`src/rtl/bkm_pkg.sv`:
```
// Shared widths, register indexes and controller/datapath command types
// for the balanced k-means pass. No dependencies.
package bkm_pkg;

  localparam int unsigned MaxClusters = 4;
  localparam int unsigned IdxW        = 2;
  localparam int unsigned CoordW      = 16;
  localparam int unsigned DemW        = 16;
  localparam int unsigned LoadW       = 26;
  localparam int unsigned SumW        = 27;
  localparam int unsigned CntW        = 11;
  localparam int unsigned NumW        = 3;
  localparam int unsigned SqW         = 32;
  localparam int unsigned DevW        = 27;
  localparam int unsigned ScoreW      = 56;
  localparam int unsigned DivSteps    = SumW;
  localparam int unsigned DivCntW     = 5;
  localparam int unsigned CfgIdxW     = 3;
  localparam int unsigned CfgDataW    = 32;
  localparam int unsigned InDataW     = 48;
  localparam int unsigned OutDataW    = 40;

  typedef enum logic [CfgIdxW-1:0] {
    CfgNumClusters = 3'd0,
    CfgTargetLoad  = 3'd1,
    CfgCenter0     = 3'd2,
    CfgCenter1     = 3'd3,
    CfgCenter2     = 3'd4,
    CfgCenter3     = 3'd5
  } cfg_idx_e;

  typedef struct packed {
    logic            latch_pt;
    logic            square;
    logic            compare;
    logic            first;
    logic            update;
    logic            emit_asg;
    logic            div_start;
    logic            div_step;
    logic            emit_ctr;
    logic            last_res;
    logic            clear;
    logic [IdxW-1:0] idx;
  } cmd_t;

  typedef struct packed {
    logic            out_free;
    logic            fin;
    logic            div_done;
    logic [IdxW-1:0] last_idx;
  } sts_t;

endpackage

```
`src/rtl/bkm_ctrl.sv`:
```
// Sequencer for the balanced k-means pass: scoring, update and centre output.
// Depends on bkm_pkg.
module bkm_ctrl (
  input  logic          clk_i,
  input  logic          rst_ni,
  input  logic          in_valid_i,
  output logic          in_ready_o,
  input  bkm_pkg::sts_t sts_i,
  output bkm_pkg::cmd_t cmd_o
);

  typedef enum logic [2:0] {
    SIdle, SSquare, SCompare, SUpdate, SDivStart, SDiv, SEmit
  } state_e;

  state_e state_q, state_d;
  logic [bkm_pkg::IdxW-1:0] k_q, k_d;

  always_comb begin
    state_d    = state_q;
    k_d        = k_q;
    cmd_o      = '0;
    cmd_o.idx  = k_q;
    in_ready_o = 1'b0;
    unique case (state_q)
      SIdle: begin
        in_ready_o = 1'b1;
        if (in_valid_i) begin
          cmd_o.latch_pt = 1'b1;
          k_d            = '0;
          state_d        = SSquare;
        end
      end
      SSquare: begin
        cmd_o.square = 1'b1;
        state_d      = SCompare;
      end
      SCompare: begin
        cmd_o.compare = 1'b1;
        cmd_o.first   = (k_q == '0);
        if (k_q == sts_i.last_idx) begin
          state_d = SUpdate;
        end else begin
          k_d     = k_q + 1'b1;
          state_d = SSquare;
        end
      end
      SUpdate: begin
        if (sts_i.out_free) begin
          cmd_o.update   = 1'b1;
          cmd_o.emit_asg = 1'b1;
          cmd_o.last_res = !sts_i.fin;
          k_d            = '0;
          state_d        = sts_i.fin ? SDivStart : SIdle;
        end
      end
      SDivStart: begin
        cmd_o.div_start = 1'b1;
        state_d         = SDiv;
      end
      SDiv: begin
        if (sts_i.div_done) state_d = SEmit;
        else cmd_o.div_step = 1'b1;
      end
      SEmit: begin
        if (sts_i.out_free) begin
          cmd_o.emit_ctr = 1'b1;
          cmd_o.last_res = (k_q == sts_i.last_idx);
          if (k_q == sts_i.last_idx) begin
            cmd_o.clear = 1'b1;
            state_d     = SIdle;
          end else begin
            k_d     = k_q + 1'b1;
            state_d = SDivStart;
          end
        end
      end
      default: state_d = SIdle;
    endcase
  end

  always_ff @(posedge clk_i or negedge rst_ni) begin
    if (!rst_ni) begin
      state_q <= SIdle;
      k_q     <= '0;
    end else begin
      state_q <= state_d;
      k_q     <= k_d;
    end
  end

endmodule

```
`src/rtl/bkm_dp.sv`:
```
// Datapath of the balanced k-means pass: config, cluster state, scorer,
// serial divider and output register. Depends on bkm_pkg.
module bkm_dp (
  input  logic                           clk_i,
  input  logic                           rst_ni,
  input  logic                           cfg_we_i,
  input  logic [bkm_pkg::CfgIdxW-1:0]    cfg_idx_i,
  input  logic [bkm_pkg::CfgDataW-1:0]   cfg_data_i,
  input  logic [bkm_pkg::InDataW-1:0]    in_data_i,
  input  logic                           in_last_i,
  input  bkm_pkg::cmd_t                  cmd_i,
  output bkm_pkg::sts_t                  sts_o,
  output logic                           out_valid_o,
  input  logic                           out_ready_i,
  output logic [bkm_pkg::OutDataW-1:0]   out_data_o,
  output logic                           out_kind_o,
  output logic                           out_last_o
);

  localparam int unsigned SumW  = bkm_pkg::SumW;
  localparam int unsigned CntW  = bkm_pkg::CntW;
  localparam int unsigned LoadW = bkm_pkg::LoadW;
  localparam int unsigned CW    = bkm_pkg::CoordW;
  localparam int unsigned IdxW  = bkm_pkg::IdxW;
  localparam int unsigned NC    = bkm_pkg::MaxClusters;

  function automatic logic [SumW-1:0] sat_sum(input logic signed [SumW:0] v);
    logic [SumW-1:0] r;
    if (v[SumW] != v[SumW-1]) r = v[SumW] ? {1'b1, {(SumW-1){1'b0}}}
                                          : {1'b0, {(SumW-1){1'b1}}};
    else r = v[SumW-1:0];
    return r;
  endfunction

  function automatic logic [CW-1:0] mean_out(input logic [SumW-1:0] q, input logic neg,
                                             input logic zero);
    logic [CW-1:0] r;
    if (zero) r = '0;
    else if (!neg) r = (q > SumW'(32767)) ? 16'h7fff : q[CW-1:0];
    else r = (q > SumW'(32768)) ? 16'h8000 : 16'(-q[CW-1:0]);
    return r;
  endfunction

  // Configuration
  logic [bkm_pkg::NumW-1:0] num_q;
  logic [LoadW-1:0]         tgt_q;
  logic [31:0]              ctr_q [NC];

  always_ff @(posedge clk_i or negedge rst_ni) begin
    if (!rst_ni) begin
      num_q <= bkm_pkg::NumW'(NC);
      tgt_q <= '0;
      for (int i = 0; i < NC; i++) ctr_q[i] <= '0;
    end else if (cfg_we_i) begin
      unique case (cfg_idx_i)
        bkm_pkg::CfgNumClusters: num_q <= cfg_data_i[bkm_pkg::NumW-1:0];
        bkm_pkg::CfgTargetLoad:  tgt_q <= cfg_data_i[LoadW-1:0];
        bkm_pkg::CfgCenter0:     ctr_q[0] <= cfg_data_i;
        bkm_pkg::CfgCenter1:     ctr_q[1] <= cfg_data_i;
        bkm_pkg::CfgCenter2:     ctr_q[2] <= cfg_data_i;
        bkm_pkg::CfgCenter3:     ctr_q[3] <= cfg_data_i;
        default: ;
      endcase
    end
  end

  logic [IdxW-1:0] last_idx;
  always_comb begin
    if (num_q == '0) last_idx = '0;
    else if (num_q > bkm_pkg::NumW'(NC)) last_idx = IdxW'(NC - 1);
    else last_idx = IdxW'(num_q - 1'b1);
  end

  // Point latch
  logic signed [CW-1:0] px_q, py_q;
  logic [bkm_pkg::DemW-1:0] dem_q;
  logic fin_q;

  always_ff @(posedge clk_i) begin
    if (cmd_i.latch_pt) begin
      px_q  <= in_data_i[15:0];
      py_q  <= in_data_i[31:16];
      dem_q <= in_data_i[47:32];
      fin_q <= in_last_i;
    end
  end

  // Cluster state
  logic [LoadW-1:0] load_q [NC];
  logic [SumW-1:0]  sx_q   [NC];
  logic [SumW-1:0]  sy_q   [NC];
  logic [CntW-1:0]  cnt_q  [NC];

  // Scorer: squares registered, then summed and compared
  logic signed [CW:0]        dx, dy;
  logic signed [2*CW+1:0]    dx2, dy2;
  logic [bkm_pkg::DevW-1:0]  after, dev;
  logic [bkm_pkg::SqW-1:0]   sqx_q, sqy_q;
  logic [2*bkm_pkg::DevW-1:0] dev2_q;
  logic [bkm_pkg::ScoreW-1:0] score, best_q;
  logic [IdxW-1:0]           bidx_q;

  assign dx    = (CW+1)'(px_q) - (CW+1)'($signed(ctr_q[cmd_i.idx][15:0]));
  assign dy    = (CW+1)'(py_q) - (CW+1)'($signed(ctr_q[cmd_i.idx][31:16]));
  assign dx2   = dx * dx;
  assign dy2   = dy * dy;
  assign after = bkm_pkg::DevW'(load_q[cmd_i.idx]) + bkm_pkg::DevW'(dem_q);
  assign dev   = (after >= bkm_pkg::DevW'(tgt_q)) ? after - bkm_pkg::DevW'(tgt_q)
                                                  : bkm_pkg::DevW'(tgt_q) - after;
  assign score = bkm_pkg::ScoreW'(sqx_q) + bkm_pkg::ScoreW'(sqy_q)
               + bkm_pkg::ScoreW'(dev2_q);

  always_ff @(posedge clk_i) begin
    if (cmd_i.square) begin
      sqx_q  <= dx2[bkm_pkg::SqW-1:0];
      sqy_q  <= dy2[bkm_pkg::SqW-1:0];
      dev2_q <= dev * dev;
    end
    if (cmd_i.compare && (cmd_i.first || score < best_q)) begin
      best_q <= score;
      bidx_q <= cmd_i.idx;
    end
  end

  // Accumulate into the winner, saturating
  logic [LoadW:0] nload;
  logic signed [SumW:0] nsx, nsy;
  assign nload = (LoadW+1)'(load_q[bidx_q]) + (LoadW+1)'(dem_q);
  assign nsx   = $signed({sx_q[bidx_q][SumW-1], sx_q[bidx_q]}) + (SumW+1)'(px_q);
  assign nsy   = $signed({sy_q[bidx_q][SumW-1], sy_q[bidx_q]}) + (SumW+1)'(py_q);

  always_ff @(posedge clk_i or negedge rst_ni) begin
    if (!rst_ni) begin
      for (int i = 0; i < NC; i++) begin
        load_q[i] <= '0;
        sx_q[i]   <= '0;
        sy_q[i]   <= '0;
        cnt_q[i]  <= '0;
      end
    end else if (cmd_i.clear) begin
      for (int i = 0; i < NC; i++) begin
        load_q[i] <= '0;
        sx_q[i]   <= '0;
        sy_q[i]   <= '0;
        cnt_q[i]  <= '0;
      end
    end else if (cmd_i.update) begin
      load_q[bidx_q] <= nload[LoadW] ? {LoadW{1'b1}} : nload[LoadW-1:0];
      sx_q[bidx_q]   <= sat_sum(nsx);
      sy_q[bidx_q]   <= sat_sum(nsy);
      if (cnt_q[bidx_q] != {CntW{1'b1}}) cnt_q[bidx_q] <= cnt_q[bidx_q] + 1'b1;
    end
  end

  // Restoring divider, one quotient bit per cycle, x and y lanes side by side
  logic [SumW-1:0]  dvd_q [2];
  logic [CntW-1:0]  rem_q [2];
  logic             neg_q [2];
  logic [CntW-1:0]  den_q;
  logic [bkm_pkg::DivCntW-1:0] dcnt_q;
  logic [SumW-1:0]  src [2];
  logic [CntW:0]    rsh [2];

  assign src[0] = sx_q[cmd_i.idx];
  assign src[1] = sy_q[cmd_i.idx];

  always_comb begin
    for (int l = 0; l < 2; l++) rsh[l] = {rem_q[l], dvd_q[l][SumW-1]};
  end

  always_ff @(posedge clk_i or negedge rst_ni) begin
    if (!rst_ni) begin
      dcnt_q <= '0;
    end else if (cmd_i.div_start) begin
      dcnt_q <= bkm_pkg::DivCntW'(bkm_pkg::DivSteps);
    end else if (cmd_i.div_step && dcnt_q != '0) begin
      dcnt_q <= dcnt_q - 1'b1;
    end
  end

  always_ff @(posedge clk_i) begin
    if (cmd_i.div_start) begin
      den_q <= cnt_q[cmd_i.idx];
      for (int l = 0; l < 2; l++) begin
        neg_q[l] <= src[l][SumW-1];
        dvd_q[l] <= src[l][SumW-1] ? SumW'(-src[l]) : src[l];
        rem_q[l] <= '0;
      end
    end else if (cmd_i.div_step && dcnt_q != '0) begin
      for (int l = 0; l < 2; l++) begin
        if (rsh[l] >= {1'b0, den_q}) begin
          rem_q[l] <= CntW'(rsh[l] - {1'b0, den_q});
          dvd_q[l] <= {dvd_q[l][SumW-2:0], 1'b1};
        end else begin
          rem_q[l] <= rsh[l][CntW-1:0];
          dvd_q[l] <= {dvd_q[l][SumW-2:0], 1'b0};
        end
      end
    end
  end

  // Output register
  logic            ov_q, okind_q, olast_q;
  logic [IdxW-1:0] ocl_q;
  logic [CW-1:0]   ocx_q, ocy_q;
  logic            out_free;

  assign out_free = !ov_q || out_ready_i;

  always_ff @(posedge clk_i or negedge rst_ni) begin
    if (!rst_ni) ov_q <= 1'b0;
    else if (cmd_i.emit_asg || cmd_i.emit_ctr) ov_q <= 1'b1;
    else if (out_ready_i) ov_q <= 1'b0;
  end

  always_ff @(posedge clk_i) begin
    if (cmd_i.emit_asg) begin
      okind_q <= 1'b0;
      ocl_q   <= bidx_q;
      ocx_q   <= '0;
      ocy_q   <= '0;
      olast_q <= cmd_i.last_res;
    end else if (cmd_i.emit_ctr) begin
      okind_q <= 1'b1;
      ocl_q   <= cmd_i.idx;
      ocx_q   <= mean_out(dvd_q[0], neg_q[0], den_q == '0);
      ocy_q   <= mean_out(dvd_q[1], neg_q[1], den_q == '0);
      olast_q <= cmd_i.last_res;
    end
  end

  assign out_valid_o = ov_q;
  assign out_kind_o  = okind_q;
  assign out_last_o  = olast_q;
  assign out_data_o  = {6'd0, ocy_q, ocx_q, ocl_q};

  assign sts_o.out_free = out_free;
  assign sts_o.fin      = fin_q;
  assign sts_o.div_done = (dcnt_q == '0);
  assign sts_o.last_idx = last_idx;

endmodule

```
`src/rtl/balanced_kmeans_pass.sv`:
```
// Top level of one balanced k-means assignment pass.
// Depends on bkm_pkg, bkm_ctrl and bkm_dp.
//
//  channel   dir  tdata (low bit up)                       tuser  tlast
//  s_axis    in   point_x[15:0] point_y[31:16] demand[47:32] -   last_point
//  m_axis    out  cluster[1:0] center_x[17:2] center_y[33:18] kind last
//  cfg       in   cfg_idx_i selects register, cfg_data_i[31:0], cfg_we_i strobe
//
// Each point is scored against the n clusters in use: one shared scorer forms
// the three squares for a cluster and adds and compares them in the next cycle.
// A final point then emits the centres, each with a load step, 27 divider steps
// of one quotient bit each, a step to see the divider done and an emit step.
// Reset is asynchronous and clears loads, sums and counts; no clearing pass.
// The output register holds a beat while m_axis_tready is low; the sequencer
// stalls only when it must load a new beat into an occupied register.
module balanced_kmeans_pass (
  input  logic                         clk_i,
  input  logic                         rst_ni,
  input  logic                         cfg_we_i,
  input  logic [bkm_pkg::CfgIdxW-1:0]  cfg_idx_i,
  input  logic [bkm_pkg::CfgDataW-1:0] cfg_data_i,
  input  logic                         s_axis_tvalid,
  output logic                         s_axis_tready,
  // point_x[15:0], point_y[31:16], demand[47:32]
  input  logic [bkm_pkg::InDataW-1:0]  s_axis_tdata,
  input  logic                         s_axis_tlast,
  output logic                         m_axis_tvalid,
  input  logic                         m_axis_tready,
  // cluster[1:0], center_x[17:2], center_y[33:18], zero pad
  output logic [bkm_pkg::OutDataW-1:0] m_axis_tdata,
  // kind[0]
  output logic                         m_axis_tuser,
  output logic                         m_axis_tlast
);

  bkm_pkg::cmd_t cmd;
  bkm_pkg::sts_t sts;

  // Sequence the scoring, the update and the centre beats
  bkm_ctrl u_ctrl (
    .clk_i      (clk_i),
    .rst_ni     (rst_ni),
    .in_valid_i (s_axis_tvalid),
    .in_ready_o (s_axis_tready),
    .sts_i      (sts),
    .cmd_o      (cmd)
  );

  // Hold config, cluster state, scorer, divider and the output beat
  bkm_dp u_dp (
    .clk_i       (clk_i),
    .rst_ni      (rst_ni),
    .cfg_we_i    (cfg_we_i),
    .cfg_idx_i   (cfg_idx_i),
    .cfg_data_i  (cfg_data_i),
    .in_data_i   (s_axis_tdata),
    .in_last_i   (s_axis_tlast),
    .cmd_i       (cmd),
    .sts_o       (sts),
    .out_valid_o (m_axis_tvalid),
    .out_ready_i (m_axis_tready),
    .out_data_o  (m_axis_tdata),
    .out_kind_o  (m_axis_tuser),
    .out_last_o  (m_axis_tlast)
  );

endmodule

```
`config.mk`:
```
export PLATFORM = sky130hd
export DESIGN_NAME = balanced_kmeans_pass
export DESIGN_NICKNAME = d
export VERILOG_FILES = /design/src/rtl/bkm_pkg.sv /design/src/rtl/bkm_ctrl.sv /design/src/rtl/bkm_dp.sv /design/src/rtl/balanced_kmeans_pass.sv
export SDC_FILE = /design/constraint.sdc
export NUM_CORES = 2
export LEC_CHECK = 0
export BUFFER_PORTS_ARGS = -buffer_cell sky130_fd_sc_hd__buf_2
export CAP_MARGIN = 20
export CORE_AREA = 2 2 477 479
export DETAILED_ROUTE_END_ITERATION = 10
export DIE_AREA = 0 0 479 481
export MAX_ROUTING_LAYER = met4
export RECOVER_POWER = 50
export SLEW_MARGIN = 20
export SYNTH_ARGS = -nofsm -noshare
export SYNTH_HDL_FRONTEND = slang
export SYNTH_HIERARCHICAL = 1
export SYNTH_SLANG_ARGS = --single-unit
```
`constraint.sdc`:
```
create_clock -name clk_i -period 13.3 [get_ports clk_i]
set_input_delay 1.33 -clock clk_i [delete_from_list [all_inputs] [get_ports clk_i]]
set_output_delay 1.33 -clock clk_i [all_outputs]
set_load 0.05 [all_outputs]
```
==> impl_metrics.sql <==
INSERT INTO impl_metrics (metric_group, metric, value, unit) VALUES
('global_route', 'grt_max_degree', '159', ''),
('synth', 'synth.cell_area', '0.08979', 'mm2'),
('die', 'initial_core_util', '39.77', '%'),
('critical_path', 'worstPathArrival', '13240', 'ps'),
('synth', 'post_synth_arst_share', '60.59', '%'),
('critical_path', 'worst-r2r-cell-count', '45', ''),
('critical_path', 'slowest_stage_delay_cp', '550', 'ps'),
('synth', 'synth_top_family_by_area', 'adder cells', ''),
('synth', 'synth-simple-area-share', '10.04', '%'),
('sta', 'achievable-frequency', '78.50', 'MHz'),
('die', 'fp-row-count', '175', ''),
('clocking', 'cts_made_buffers', '97', ''),
('routing', 'wl_per_cell', '21.04', 'um'),
('clocking', 'h-tree-depth', '3', ''),
('routing', 'final_antenna_net_count', '0', ''),
('die', 'dieArea', '0.2304', 'mm2'),
('sta', 'finalWorstSetupSlack', '560.7', 'ps'),
('sta', 'slew_viol_final', '902', ''),
('outcome', 'violations', 'max-capacitance violations, max-slew violations', ''),
('synth', 'leading_area_contributor_after_synthesis', 'fa_1', ''),
('synth', 'avgSynthCellArea', '10.10', 'um2'),
('critical_path', 'startpoint', 'u_ctrl/k_q[0]', ''),
('critical_path', 'critPathRequiredTime', '13800', 'ps'),
('placement', 'pre_cts_slack', '-163.8', 'ps'),
('outcome', 'run_status', 'finished, violations left', ''),
('clocking', 'cts.reportedPaths.clkPinSlew', '60', 'ps'),
('synth', 'ys.flop_type', 'dfrtp_1', ''),
('placement', 'portBuffers', '126', ''),
('routing', 'detail_route.vias_per_cell', '5.346', ''),
('hold_path', 'hold_class', 'reg2reg', ''),
('critical_path', 'critPathSlowestCell', 'fa_1', ''),
('critical_path', 'worstReg2RegStart', 'u_ctrl/k_q[0]', ''),
('layout', 'net_total_in_the_final_layout', '10880', ''),
('clocking', 'cts-root-buf', 'clkbuf_16', ''),
('sta', 'worst_slew_margin_rel', '-257.0', '%'),
('synth', 'synthesis.yosys.warnings', '6', ''),
('layout', 'register_area', '0.02337', 'mm2'),
('die', 'die_boundary_height', '481', 'um'),
('synth', 'number_of_enable_type_register_cells_in_the_synthesized_netlist', '312', ''),
('sta', 'report.final.setup_viol', '0', ''),
('sta', 'tightestPinTransition', '5355', 'ps'),
('routing', 'num_vias', '64880', ''),
('global_route', 'gr-total-overflow', '0', ''),
('routing', 'drt-initial-drc-count', '4524', ''),
('critical_path', 'timing.critical_path.mode_cell', 'fa_1', ''),
('hold_path', 'min_delay_path_depth', '2', ''),
('layout', 'mostFrequentLayoutCell', 'inv_1', ''),
('global_route', 'via_count_of_the_first_global_routing_pass', '69610', ''),
('die', 'io_pins', '133', ''),
('synth', 'yosysTopAreaCellShare', '24.70', '%'),
('global_route', 'grt_util_all_layers', '23.15', '%'),
('routing', 'detail_route.wirelength', '255400', 'um'),
('synth', 'postSynthRegisterBits', '878', ''),
('layout', 'most-common-layout-cells', '1586 x inv_1, 1106 x fa_1, 829 x nand2_1', ''),
('sta', 'final_min_period_over_clock_period', '95.78', '%'),
('critical_path', 'crit_path_start_kind', 'register', ''),
('layout', 'multi_input_comb_area', '0.05950', 'mm2'),
('placement', 'globalplace.congestion', '0.9480', ''),
('synth', 'post_synth_num_cell_types', '99', ''),
('run', 'drv_cap', '17', ''),
('sta', 'finClkSkew', '93.33', 'ps'),
('die', 'die_width', '479', 'um'),
('layout', 'layout-area-overhead-vs-synth', '9.809', '%'),
('sta', 'final_critical_period', '12740', 'ps'),
('hold_path', 'hp-start', 'u_dp/ocy_q[15]', ''),
('global_route', 'first_pass_grt_wire_length', '402500', 'um'),
('sta', 'hold_violations', '0', ''),
('synth', 'netlist_instances', '8889', ''),
('critical_path', 'endpoint_kind', 'register', ''),
('clocking', 'tritoncts', 'built', ''),
('layout', 'final.fill_count', '21470', '');
[flip-flops by register name (all words and copies together) (netlist names), 22 cells and up]
register	count
u_dp/dev2_q	53
u_dp/dvd_q	54
u_dp/sqx_q	31
u_dp/sqy_q	31
u_dp/load_q	104
u_dp/tgt_q	26
u_dp/sx_q	108
u_dp/sy_q	108
u_dp/cnt_q	44
u_dp/rem_q	22
u_dp/ctr_q	128
u_dp/best_q	55
[worst paths after layout]
| path | end | slack (ps) |
|---|---|---|
| min reg2reg | u_dp/ocy_q[15] | 440 |
| min | u_dp/ocy_q[15] | 440 |
| max in group asynchronous | u_dp/ctr_q[101] | 2470 |
| max reg2reg | u_dp/dev2_q[53] | 560 |
| max | u_dp/dev2_q[53] | 560 |
| min in group asynchronous | u_dp/dcnt_q[4] | 2480 |
[critical path, delay by kind of cell, from the launching register on]
kind,cells,cell delay (ps)
mux,2,880
fa+ha+maj,10,4390
xor+xnor,2,570
simple gates,5,1220
buf+inv,8,1010
flops,1,450
compound gates,18,3960
[layer usage]
| metal | global-route usage, % | vias up | wire (um) |
|---|---|---|---|
| met5 | - | - | 0 |
| met4 | 8.615 | 0 | 10070 |
| met3 | 3.072 | 435 | 14610 |
| met2 | 38.01 | 1873 | 123600 |
| met1 | 29.23 | 33070 | 107100 |
| li1 | - | 29510 | - |
[synth_stat cells (166+ instances only)]
| cell type | count |
|---|---|
| xnor2_1 | 266 |
| inv_1 | 1591 |
| dfrtp_1 | 531 |
| clkbuf_1 | 245 |
| edfxtp_1 | 312 |
| mux4_2 | 212 |
| fa_1 | 1108 |
| nand2_1 | 832 |
| a22o_1 | 166 |
| nor2_1 | 745 |
| o21ai_0 | 417 |
| ha_1 | 644 |
| a21oi_1 | 308 |
[cell families (layout without fill, tap and decap cells)]
| family | after synthesis | after routing |
|---|---|---|
| adders and majority gates | 1752 | 1752 |
| DFF | 878 | 878 |
| AOI/OAI and AO/OA | 1461 | 1461 |
| buffers and inverters | 1939 | 2160 |
| muxes | 383 | 383 |
| and+or+nand+nor | 2081 | 2082 |
| xor gates and xnor gates | 394 | 394 |
| other | 1 | 17 |
[metrics by stage]
step | hold slack (ps) | util (%) | std cells | cell area, um2 | TNS, ps
after floorplan | 460.9 | - | 8894 | 89940 | 0
after global placement | 429.0 | 42.05 | 11930 | 94930 | -11.83
after detailed placement | 437.2 | 42.06 | 11930 | 94950 | -276.9
after CTS | 445.9 | 43.57 | 12110 | 98370 | 0
after global routing | 461.0 | 43.67 | 12140 | 98590 | -30.89
final | 443.6 | 43.68 | 12140 | 98600 | 0
[layout make-up]
cell class                      instances  share of cell area (%)
Antenna cell                           11                 0.02792
Clock buffer                          135                   2.802
Clock inverter                         46                  0.6269
Inverter                             1612                   6.143
Multi-Input combinational cell       6078                   60.35
Sequential cell                       878                   23.70
Tap cell                             3009                   3.818
Timing Repair Buffer                  367                   2.532
[repair_timing]
item	in CTS	in global routing
gates resized for setup	5	51
gates cloned	0	1
endpoints found under the setup margin	4	23
pin swaps	0	10
buffers inserted	0	15
hold buffers	0	0
Power is left out: the tool's default activity adds up to more than one toggle a clock period on the data nets, which glitch-free logic cannot reach.
